## config.mk

```make
export PLATFORM = sky130hd
export DESIGN_NAME = rv32x_front
export DESIGN_NICKNAME = d
export VERILOG_FILES = /design/src/sv/rv32x_pkg.sv /design/src/sv/rv32x_front.sv
export SDC_FILE = /design/constraint.sdc
export NUM_CORES = 1
export LEC_CHECK = 0
export ABC_AREA = 1
export ABC_CLOCK_PERIOD_IN_PS = 4200
export BUFFER_PORTS_ARGS = -buffer_cell sky130_fd_sc_hd__buf_4
export CORE_UTILIZATION = 33
export CTS_CLUSTER_SIZE = 30
export DETAILED_ROUTE_END_ITERATION = 7
export GPL_ROUTABILITY_DRIVEN = 0
export REMOVE_ABC_BUFFERS = 1
export SLEW_MARGIN = 20
export SYNTH_ARGS = -nofsm -noshare
export SYNTH_HDL_FRONTEND = slang
export SYNTH_SLANG_ARGS = --single-unit
export TNS_END_PERCENT = 10
```

## constraint.sdc

```tcl
create_clock -name i_clk -period 4.2 [get_ports i_clk]
set_input_delay 0.84 -clock i_clk [delete_from_list [all_inputs] [get_ports i_clk]]
set_output_delay 0.84 -clock i_clk [all_outputs]
set_load 0.01 [all_outputs]
```

## src/sv/rv32x_pkg.sv

```systemverilog
// shared types, op codes and constants of the rv32 instruction executor
package rv32x_pkg;

    localparam int MEM_BYTES_DEF = 262144;
    localparam int REG_COUNT     = 32;
    localparam int BANKS         = 4;
    localparam int XLEN          = 32;

    // operation codes carried in the input tuser
    localparam logic [5:0] OP_ADD   = 6'd0;
    localparam logic [5:0] OP_MUL   = 6'd10;
    localparam logic [5:0] OP_ADDI  = 6'd11;
    localparam logic [5:0] OP_SLTI  = 6'd12;
    localparam logic [5:0] OP_SLTIU = 6'd13;
    localparam logic [5:0] OP_XORI  = 6'd14;
    localparam logic [5:0] OP_ORI   = 6'd15;
    localparam logic [5:0] OP_ANDI  = 6'd16;
    localparam logic [5:0] OP_SLLI  = 6'd17;
    localparam logic [5:0] OP_SRLI  = 6'd18;
    localparam logic [5:0] OP_SRAI  = 6'd19;
    localparam logic [5:0] OP_JALR  = 6'd20;
    localparam logic [5:0] OP_LB    = 6'd21;
    localparam logic [5:0] OP_LH    = 6'd22;
    localparam logic [5:0] OP_LW    = 6'd23;
    localparam logic [5:0] OP_LBU   = 6'd24;
    localparam logic [5:0] OP_LHU   = 6'd25;
    localparam logic [5:0] OP_BEQ   = 6'd26;
    localparam logic [5:0] OP_BNE   = 6'd27;
    localparam logic [5:0] OP_BLT   = 6'd28;
    localparam logic [5:0] OP_BGE   = 6'd29;
    localparam logic [5:0] OP_BLTU  = 6'd30;
    localparam logic [5:0] OP_BGEU  = 6'd31;
    localparam logic [5:0] OP_SB    = 6'd32;
    localparam logic [5:0] OP_SH    = 6'd33;
    localparam logic [5:0] OP_SW    = 6'd34;
    localparam logic [5:0] OP_LUI   = 6'd35;
    localparam logic [5:0] OP_AUIPC = 6'd36;
    localparam logic [5:0] OP_JAL   = 6'd37;

    // access sizes
    localparam logic [1:0] SZ_BYTE = 2'd0;
    localparam logic [1:0] SZ_HALF = 2'd1;
    localparam logic [1:0] SZ_WORD = 2'd2;

    typedef enum logic [3:0] {
        K_NOP, K_ALU, K_ALUI, K_JALR, K_LOAD, K_BRANCH, K_STORE, K_LUI, K_AUIPC, K_JAL
    } t_kind;

    typedef enum logic [3:0] {
        ALU_ADD, ALU_SUB, ALU_SLL, ALU_SLT, ALU_SLTU, ALU_XOR,
        ALU_SRL, ALU_SRA, ALU_OR, ALU_AND, ALU_MUL
    } t_alu;

    typedef enum logic [2:0] {
        C_EQ, C_NE, C_LT, C_GE, C_LTU, C_GEU
    } t_cond;

    typedef enum logic [1:0] {
        S_CLEAR, S_IDLE, S_EXEC, S_LOAD
    } t_bstate;

    // classified instruction as it sits in the queue
    typedef struct packed {
        t_kind       kind;
        t_alu        alu;
        t_cond       cond;
        logic [1:0]  size;
        logic        lsigned;
        logic [4:0]  rd;
        logic [4:0]  rs1;
        logic [4:0]  rs2;
        logic [31:0] imm;
    } t_item;

    // result beat
    typedef struct packed {
        logic        halted;
        logic [1:0]  mem_size;
        logic [17:0] mem_address;
        logic        mem_write;
        logic        mem_valid;
        logic [31:0] reg_value;
        logic [4:0]  reg_index;
        logic        reg_write;
        logic [31:0] next_pc;
    } t_result;

    // back end status seen by the top level
    typedef struct packed {
        logic clearing;
        logic pop;
    } t_bstat;

endpackage

```

## src/sv/rv32x_front.sv

```systemverilog
// front end: classifies incoming instructions and queues them for the back end
module rv32x_front (
    input  logic                 i_clk,
    input  logic                 i_rst_n,
    input  logic                 s_axis_tvalid,
    output logic                 s_axis_tready,
    input  logic [39:0]          s_axis_tdata,  // dest_index, src1_index, src2_index, immediate
    input  logic [5:0]           s_axis_tuser,  // op
    output rv32x_pkg::t_item     o_head,
    output logic                 o_head_vld,
    output logic [1:0]           o_count,
    input  logic                 i_pop
);
    import rv32x_pkg::*;

    t_item      cls;
    logic [5:0] op;
    logic       push;

    t_item      r_q [2];
    logic       r_wp, r_rp;
    logic [1:0] r_cnt, n_cnt;

    assign op = s_axis_tuser;

    // decode op into kind and sub-operation
    always_comb begin
        cls         = '0;
        cls.kind    = K_NOP;
        cls.alu     = ALU_ADD;
        cls.cond    = C_EQ;
        cls.rd      = s_axis_tdata[4:0];
        cls.rs1     = s_axis_tdata[9:5];
        cls.rs2     = s_axis_tdata[14:10];
        cls.imm     = {{11{s_axis_tdata[35]}}, s_axis_tdata[35:15]};
        cls.size    = SZ_BYTE;
        cls.lsigned = 1'b0;
        if (op inside {[OP_ADD:OP_MUL]}) begin
            cls.kind = K_ALU;
            cls.alu  = t_alu'(op[3:0]);
        end else if (op inside {[OP_ADDI:OP_SRAI]}) begin
            cls.kind = K_ALUI;
            case (op)
                OP_SLTI:  cls.alu = ALU_SLT;
                OP_SLTIU: cls.alu = ALU_SLTU;
                OP_XORI:  cls.alu = ALU_XOR;
                OP_ORI:   cls.alu = ALU_OR;
                OP_ANDI:  cls.alu = ALU_AND;
                OP_SLLI:  cls.alu = ALU_SLL;
                OP_SRLI:  cls.alu = ALU_SRL;
                OP_SRAI:  cls.alu = ALU_SRA;
                default:  cls.alu = ALU_ADD;
            endcase
        end else if (op == OP_JALR) begin
            cls.kind = K_JALR;
        end else if (op inside {[OP_LB:OP_LHU]}) begin
            cls.kind    = K_LOAD;
            cls.lsigned = (op == OP_LB) || (op == OP_LH);
            case (op)
                OP_LH, OP_LHU: cls.size = SZ_HALF;
                OP_LW:         cls.size = SZ_WORD;
                default:       cls.size = SZ_BYTE;
            endcase
        end else if (op inside {[OP_BEQ:OP_BGEU]}) begin
            cls.kind = K_BRANCH;
            case (op)
                OP_BNE:  cls.cond = C_NE;
                OP_BLT:  cls.cond = C_LT;
                OP_BGE:  cls.cond = C_GE;
                OP_BLTU: cls.cond = C_LTU;
                OP_BGEU: cls.cond = C_GEU;
                default: cls.cond = C_EQ;
            endcase
        end else if (op inside {[OP_SB:OP_SW]}) begin
            cls.kind = K_STORE;
            case (op)
                OP_SH:   cls.size = SZ_HALF;
                OP_SW:   cls.size = SZ_WORD;
                default: cls.size = SZ_BYTE;
            endcase
        end else if (op == OP_LUI) begin
            cls.kind = K_LUI;
            cls.imm  = {s_axis_tdata[34:15], 12'd0};
        end else if (op == OP_AUIPC) begin
            cls.kind = K_AUIPC;
            cls.imm  = {s_axis_tdata[34:15], 12'd0};
        end else if (op == OP_JAL) begin
            cls.kind = K_JAL;
        end
    end

    assign s_axis_tready = (r_cnt != 2'd2);
    assign push          = s_axis_tvalid && s_axis_tready;
    assign o_head        = r_q[r_rp];
    assign o_head_vld    = (r_cnt != 2'd0);
    assign o_count       = r_cnt;

    // queue occupancy
    always_comb begin
        n_cnt = r_cnt + 2'(push) - 2'(i_pop);
    end

    // two-entry queue between front and back
    always_ff @(posedge i_clk) begin
        if (!i_rst_n) begin
            r_wp  <= 1'b0;
            r_rp  <= 1'b0;
            r_cnt <= 2'd0;
        end else begin
            r_cnt <= n_cnt;
            if (push) begin
                r_wp <= ~r_wp;
            end
            if (i_pop) begin
                r_rp <= ~r_rp;
            end
        end
    end

    always_ff @(posedge i_clk) begin
        if (push) begin
            r_q[r_wp] <= cls;
        end
    end

endmodule

```

# == Word level (Yosys, flattened, before mapping) ==
# Memory sizes are Yosys's and may differ from the RTL's. A register that Yosys moved wholly into a read port is not among the register bits.
# Cells that the tools add are included.
# totals
memories,2
ram_bits,122
rom_bits,128
ff_bits,4
word_cells,79
# op_classes
n_reduce_logical,9
n_eq_ne,16
bitwise,2
add_sub_neg,2
muxes,35
n_lt_le_gt_ge,10
# memory_table
memory,words,word_bits,read_ports,rd_clocked_by_memory_dff,wr,line,source
(name not given),32,4,1,0,0,rv32x_front.sv:43,case (op)
r_q,2,61,1,1,1,rv32x_front.sv:20,t_item r_q [2];
# ops
op,count
$mux W32,8
$eq A6 B5 Y1 const B,10
$mux W4,10
$eq A6 B6 Y1 const B,5
$le A6 B5 Y1 const B,3
$mux W6,3
$pmux W3 S5,1
$ge A6 B5 Y1 const B,2
$mux W8,1
$pmux W2 S2,2
$ge A6 B1 Y1 const B,1
$ge A6 B4 Y1 const B,1
$ge A6 B6 Y1 const B,1
$le A6 B4 Y1 const B,1
$le A6 B6 Y1 const B,1
$logic_and A1 B1 Y1,6
$mux W2,3
$mux W3,2
$mux W1,5
$add A2 B1 Y2,1
$ne A2 B2 Y1 const B,1
$not A1 Y1,2
$reduce_bool A2 Y1,1
$reduce_or A2 Y1,1
2 further kinds,2

# == Longest topological paths before layout ==
# Gate-level depths: netlist of the first run.
# logic_depth
word_depth,10
ltp_mapped,9
ltp_nobuf,9

# == Worst setup path before layout of the first run ==
# OpenSTA, ideal clock, no wires.
# synth_path
path_type,input to register
startpoint,input port s_axis_tvalid
endpoint,"memory r_q[1][0] (netlist bit), enable pin"
t_arrival_ps,3509
setup_slack_ps,209
setup_ps,482
path_buffers,0
required_ps,3718
cell_stages,2
cell_sequence,nand2_1 -> nor2_1
# synth_between
elab_chain_len,3
# synth_lines
element,line,source
from (decl),rv32x_front.sv:5,"input logic s_axis_tvalid,"
$logic_and A1 B1 Y1,rv32x_front.sv:93,assign push = s_axis_tvalid && s_axis_tready;
$mux W1,rv32x_front.sv:121,if (push) begin
$mux W1 (not written as such),rv32x_front.sv:122,r_q[r_wp] <= cls;
to (decl),rv32x_front.sv:20,
# No other way between the ends.

==> results of run 1 <==
cell usage after synthesis, drive strengths merged (2+ instances only):
library cell | count | area (sq um)
o21ai | 16 | 114
ha | 7 | 87.6
xnor2 | 2 | 17.5
nand2 | 68 | 289
inv | 40 | 153
mux2 | 61 | 687
o221ai | 3 | 26.3
dfxtp | 5 | 100
buf | 9 | 63.8
edfxtp | 122 | 3660
a21oi | 11 | 55.1
nor2 | 34 | 179
nor3 | 4 | 20.0
nand3 | 9 | 62.6
logic make-up (layout without fill, tap and decap cells):
| kind of cell | count (synthesis) | in the layout | share of synthesized area, % |
|---|---|---|---|
| mux | 61 | 61 | 12.3 |
| xor+xnor | 2 | 2 | 0.314 |
| fa+ha+maj | 7 | 7 | 1.57 |
| flops | 127 | 127 | 67.5 |
| simple gates | 117 | 117 | 10.1 |
| buf+inv | 50 | 186 | 3.95 |
| compound gates | 34 | 34 | 4.31 |
registers in the layout, summed over array words and instances (netlist names), named ones only:
| register | cells |
|---|---|
| r_wp | 1 |
| r_q | 122 |
| o_count | 2 |
| r_rp | 1 |
stage by stage:
stage                     hold WS, ns  power, W  setup WS, ns  instance area [sq um]
after floorplan                 0.480   0.00190         0.209                   5510
after global placement          0.491   0.00216          1.66                   6680
after detailed placement        0.505   0.00218          1.63                   6680
after CTS                       0.513   0.00361          1.19                   7270
after global routing            0.554   0.00371          1.10                   7270
final                           0.509   0.00357          1.26                   7270
report_power, final:
group          leakage, nW  internal, W  switching (W)
logic                 1.39     0.000270       0.000292
registers             1.18      0.00154      0.0000374
clock network        0.272     0.000879       0.000552
total                 2.84      0.00269       0.000882
per-layer routing:
metal  vias to the layer above  part of all wire, %  global-route usage, %
li1                       1669                    -                      -
met1                      1675                   43                   17.0
met2                       120                   49                   22.3
met3                        16                  6.9                   4.38
met4                         0                  1.5                   6.33
met5                         -                    0                      0
worst max-delay path, delay by kind of cell (launching register included):
| family | cells | cell delay, ns |
|---|---|---|
| mux | 1 | 0.38 |
| buf+inv | 2 | 0.56 |
| flops | 1 | 0.74 |
path summary, 6_finish.rpt:
| path | cells past startpoint | end | start |
|---|---|---|---|
| worst min register to register | 2 | o_count[1] | o_count[1] |
| worst max-delay path | 3 | o_head[28] | register |
| worst min-delay path | 2 | o_count[1] | o_count[1] |
| worst max register to register | 5 | r_q[0][34] | o_count[0] |
layout make-up:
class	count	area, sq um
tap	220	275
inverter	40	153
clock buffer	17	425
timing repair buffer	114	881
fill	1516	9260
sequential	127	3760
clock inverter	15	159
multi-input combinational	221	1610
==> implementation parameters, run 1 <==
Parameter                              Value

Clock network
  Clock buffers created by TritonCTS ... 17
  CTS Root Cell ... clkbuf_16
  Clk sink count ... 127
  Total of cells resized after clock tree synthesis ... 0
  Clock transition at the registers of the reported paths ... 0.06 ns
  TritonCTS clock tree ... built
  Hold Buf Count CTS ... 0
  Postcts setup bufs ... 0
  Source-to-sink clock delay at the later pin of the worst-skew pair ... slightly above 0.4 ns
  Number of H-tree levels ... 4
  Clock buffer depth ... 2

Critical path
  Slowest library cell on the worst path ... dfxtp_2
  Critical path capture point type ... output port
  Crit-path max FO ... 24
  Crit-path cells ... buf_4 -> mux2_2 -> buf_4
  Data required time at the worst endpoint ... about 3.4 ns
  CP Data Arrival Time ... 2.10 ns
  Crit path launch type ... register
  Worst Setup Path Type ... register to output port
  Maximum cell stage delay along the critical path ... between 0.7 and 0.8 ns
  Worst-case register-to-register setup slack ... roughly 2.2 ns
  Most frequent CP cell ... buf_4

Yosys
  Number of instances in the synthesized netlist ... ~400
  Register bit total from synthesis ... between 100 and 150
  Sequential share of the synthesized area ... 67.5%
  Share of async-settable or async-resettable flops after synthesis ... 0%
  Flip-flop cell with the highest count after synthesis ... edfxtp_1
  Distinct cell type count after synthesis ... 35
  Count of synthesis-stage warnings from yosys ... 0
  Syn avg cell area ... approximately 14 sq um
  Post-synth EDFFs ... around 120
  Synth Cell Area ... 5580 sq um

Timing
  Worst Skew ... a little under 0.008 ns
  Measured slew at the worst slew-check pin ... slightly below 0.8 ns
  Final-report hold violation count ... 0
  Total count of max-transition violations in the final report ... 0
  Time the final worst path needs with I/O delays and setup ... approximately 2.9 ns
  Maximum clock rate ... between 300 and 400 MHz
  Setup violation total in the final timing report ... 0
  Setup repair after global routing missed its margin ... false
  Relative slew slack ... a little under half
  Setup TNS Final ... 0 ns
  Fin crit share ... a little over two thirds

GRT
  First-pass GRT wire length ... around 18,000 um
  Total track usage ... between 10% and 20%
  Via count of the first global-routing pass ... ~3,600
  Maximum number of pins on one net before global-route repair ... 40
  Global-route congestion overflow total ... 0
  Initial antenna violation count ... 0

Finish
  Most common cell after layout, fill and taps aside ... edfxtp_1
  N_diodes ... 0
  Number of standard cells in the layout, taps in and fillers out ... between 700 and 800
  Post-synthesis to final-layout area growth ... 30.3%
  Net count reported at finish ... 578
  Commonest cells after routing, fill and taps aside ... 122 x edfxtp_1, 112 x buf_4, 62 x nand2_1
  Core Util, Final ... a little over two fifths
  Fraction of layout cells with a size suffix above 1 ... 44.2%

Die
  Std-Cell Core Area ... ~17,000 sq um
  Ports placed on the boundary ... between 100 and 150
  Starting utilization of the core area ... 33.8%
  Area enclosed by the die boundary ... between 15,000 and 20,000 sq um
  Die Wd ... approximately 130 um
  Overall die height ... 132 um
  Rows ... 47

Detailed routing
  Avg WL per Cell ... ~15 um
  TritonRoute pass-1 iters ... 7
  Overall via count from detail_route ... roughly 3,500
  Number of violations reported at the end of detailed-routing iteration 0 ... 184
  Average via count per standard cell ... approximately 4.6
  Total Wirelength ... 11,400 um
  DRT antenna net count ... 0
  Residual DRC count ... 0

Placement
  Number of buffers inserted by port buffering ... 110
  Post-detail-place hpwl ... roughly 7600 um
  Total instance count after detailed placement ... approximately 720

Power and ir drop
  Leakage power summed over all cells ... ~2.8 nW
  Peak VDD IR ... 0.000281 V
  Power Dens Cells ... just under 500 nW/um^2

Min path
  Class of the tightest hold or removal check ... register to register

Job
  Max Cap Violations ... 0

Outcome
  Status ... finished clean
(Power assumes the default switching activity.)
==> inputs of run 2 (changes only) <==
ABC_CLOCK_PERIOD_IN_PS = 2560   (was 4200)
clock period = 2.56 ns   (was 4.2 ns; I/O delays follow)
==> implementation parameters, run 2 (synthesis gave the netlist of run 1 again) <==
Parameter                              Value

Detailed routing
  Met2 wire len ... roughly 5400 um
  TritonRoute pass-1 iters ... 5
  DRT antenna net count ... 0
  Top Layer Used ... met4
  Overall via count from detail_route ... 3,444
  Met3 wirelength from detailed routing ... between 700 and 800 um
  Number of violations reported at the end of detailed-routing iteration 0 ... 167
  Total Wirelength ... 11,300 um
  Residual DRC count ... 0
  Average via count per standard cell ... about 4.6
  Detailed-routing wirelength on met1 ... between 4000 and 5000 um
  Avg WL per Cell ... 14.9 um

Clock network
  Postcts setup bufs ... 0
  Clock transition at the registers of the reported paths ... ~0.06 ns
  Hold Buf Count CTS ... 0
  CTS Root Cell ... clkbuf_16
  TritonCTS clock tree ... built
  Total of cells resized after clock tree synthesis ... 0
  Clk sink count ... around 130
  Clock buffer depth ... 2
  Number of H-tree levels ... 4
  Source-to-sink clock delay at the later pin of the worst-skew pair ... 0.41 ns
  Clock buffers created by TritonCTS ... 17

Die
  Overall die height ... between 100 and 150 um
  Ports placed on the boundary ... ~120
  Starting utilization of the core area ... roughly 34%
  Rows ... 47
  Die Wd ... roughly 130 um
  Area enclosed by the die boundary ... between 15,000 and 20,000 sq um
  Std-Cell Core Area ... ~17,000 sq um

Critical path
  Data required time at the worst endpoint ... 2.05 ns
  CP Data Arrival Time ... around 1.8 ns
  Worst-case register-to-register setup slack ... 0.85 ns
  Crit Reg-Reg Startpoint ... o_count[0]
  Depth of the worst register-to-register path ... 9
  Crit-path max FO ... 34
  Worst Setup Path Type ... register to output port
  Crit path launch type ... register
  Critical path capture point type ... output port
  Terminus of the critical flop-to-flop path ... o_count[1]

Power and ir drop
  Leakage power summed over all cells ... approximately 2.9 nW
  Power Dens Cells ... about 800 nW/um^2
  Overall power ... roughly 0.0059 W
  Peak VDD IR ... 0.000424 V

Finish
  Fraction of layout cells with a size suffix above 1 ... 44.6%
  Top register by number of flip-flops ... r_q
  Flip-flop count of the largest register, all copies and words added ... ~120
  Commonest cells after routing, fill and taps aside ... 122 x edfxtp_1, 114 x buf_4, 62 x nand2_1
  Filler cell count in the final layout ... approximately 1,500
  Post-synthesis to final-layout area growth ... 30.6%
  N_diodes ... 0
  Net count reported at finish ... 580
  Most common cell after layout, fill and taps aside ... edfxtp_1

Job
  Max Cap Violations ... 0

GRT
  First-pass GRT wire length ... 18,000 um
  Maximum number of pins on one net before global-route repair ... 40
  Via count of the first global-routing pass ... about 3,600
  Total track usage ... about 14%
  Global-route congestion overflow total ... 0
  Initial antenna violation count ... 0

Min path
  Worst hold path stage count ... 1
  Startpoint of the tightest hold check path ... s_axis_tdata[10]
  Hold endpoint ... r_q[0][32]
  Class of the tightest hold or removal check ... input pin to register

Timing
  Setup violation total in the final timing report ... 0
  Time the final worst path needs with I/O delays and setup ... roughly 2.3 ns
  Measured slew at the worst slew-check pin ... approximately 0.56 ns
  Fin crit share ... 89.9%
  Worst Skew ... 0.00657 ns
  Final-report hold violation count ... 0
  Maximum clock rate ... roughly 430 MHz
  Setup TNS Final ... 0 ns
  Total count of max-transition violations in the final report ... 0
  Setup repair after global routing missed its margin ... false
  Relative slew slack ... 63.0%

Placement
  Post-detail-place hpwl ... about 7500 um
  Number of buffers inserted by port buffering ... 110

Outcome
  Status ... finished clean
run 2: cell count changes in the layout (fill, tap and decap cells not counted), sizes merged:
cell | before | now
clkinvlp | 4 | 3
clkinv | 4 | 5
inv | 45 | 44
clkbuf | 17 | 18
buf | 114 | 116
run 2: worst max-delay path by stage:
stage,slack [ns],end
floorplan,-1.20,r_q[1][0]
global placement,0.39,r_q[0][4]
detailed placement,0.35,r_q[1][10]
CTS,0.20,o_head[31]
global route,0.16,o_head[31]
finish,0.26,o_head[31]
run 2: layout make-up:
class	count	area [sq um]	share of cell area, %
flip-flops and latches	127	3760	51.7
multi-input cells	221	1610	22.1
repair buffers	116	896	12.3
clock buffers	18	429	5.89
well taps	220	275	3.78
clock inverters	14	158	2.16
inverters	40	153	2.10
run 2: per-layer routing:
metal	vias up	track usage, %
li1	1672	-
met1	1652	16.3
met2	109	22.9
met3	11	5.31
met4	0	4.46
met5	-	0
run 2: worst max-delay path: stages, from the launching register on:
cell     delay, ns
dfxtp_2       0.56
buf_12        0.27
mux2_2        0.38
buf_4         0.15
run 2: metrics by stage:
stage | util [%] | hold slack (ns) | cells | instance area, sq um | setup slack [ns]
final | 44.1 | 0.278 | 756 | 7290 | 0.259
after CTS | 44.1 | 0.261 | 756 | 7290 | 0.201
after global placement | 40.5 | 0.491 | 724 | 6700 | 0.388
after global routing | 44.1 | 0.256 | 756 | 7290 | 0.158
after floorplan | - | 0.480 | 388 | 5510 | -1.20
after detailed placement | 40.5 | 0.521 | 724 | 6700 | 0.354
run 2: power breakdown:
part	switching [W]	total (W)	internal, W
Combinational	0.000487	0.000931	0.000444
Clock	0.000899	0.00234	0.00145
Sequential	0.0000559	0.00258	0.00253
Total	0.00144	0.00586	0.00442
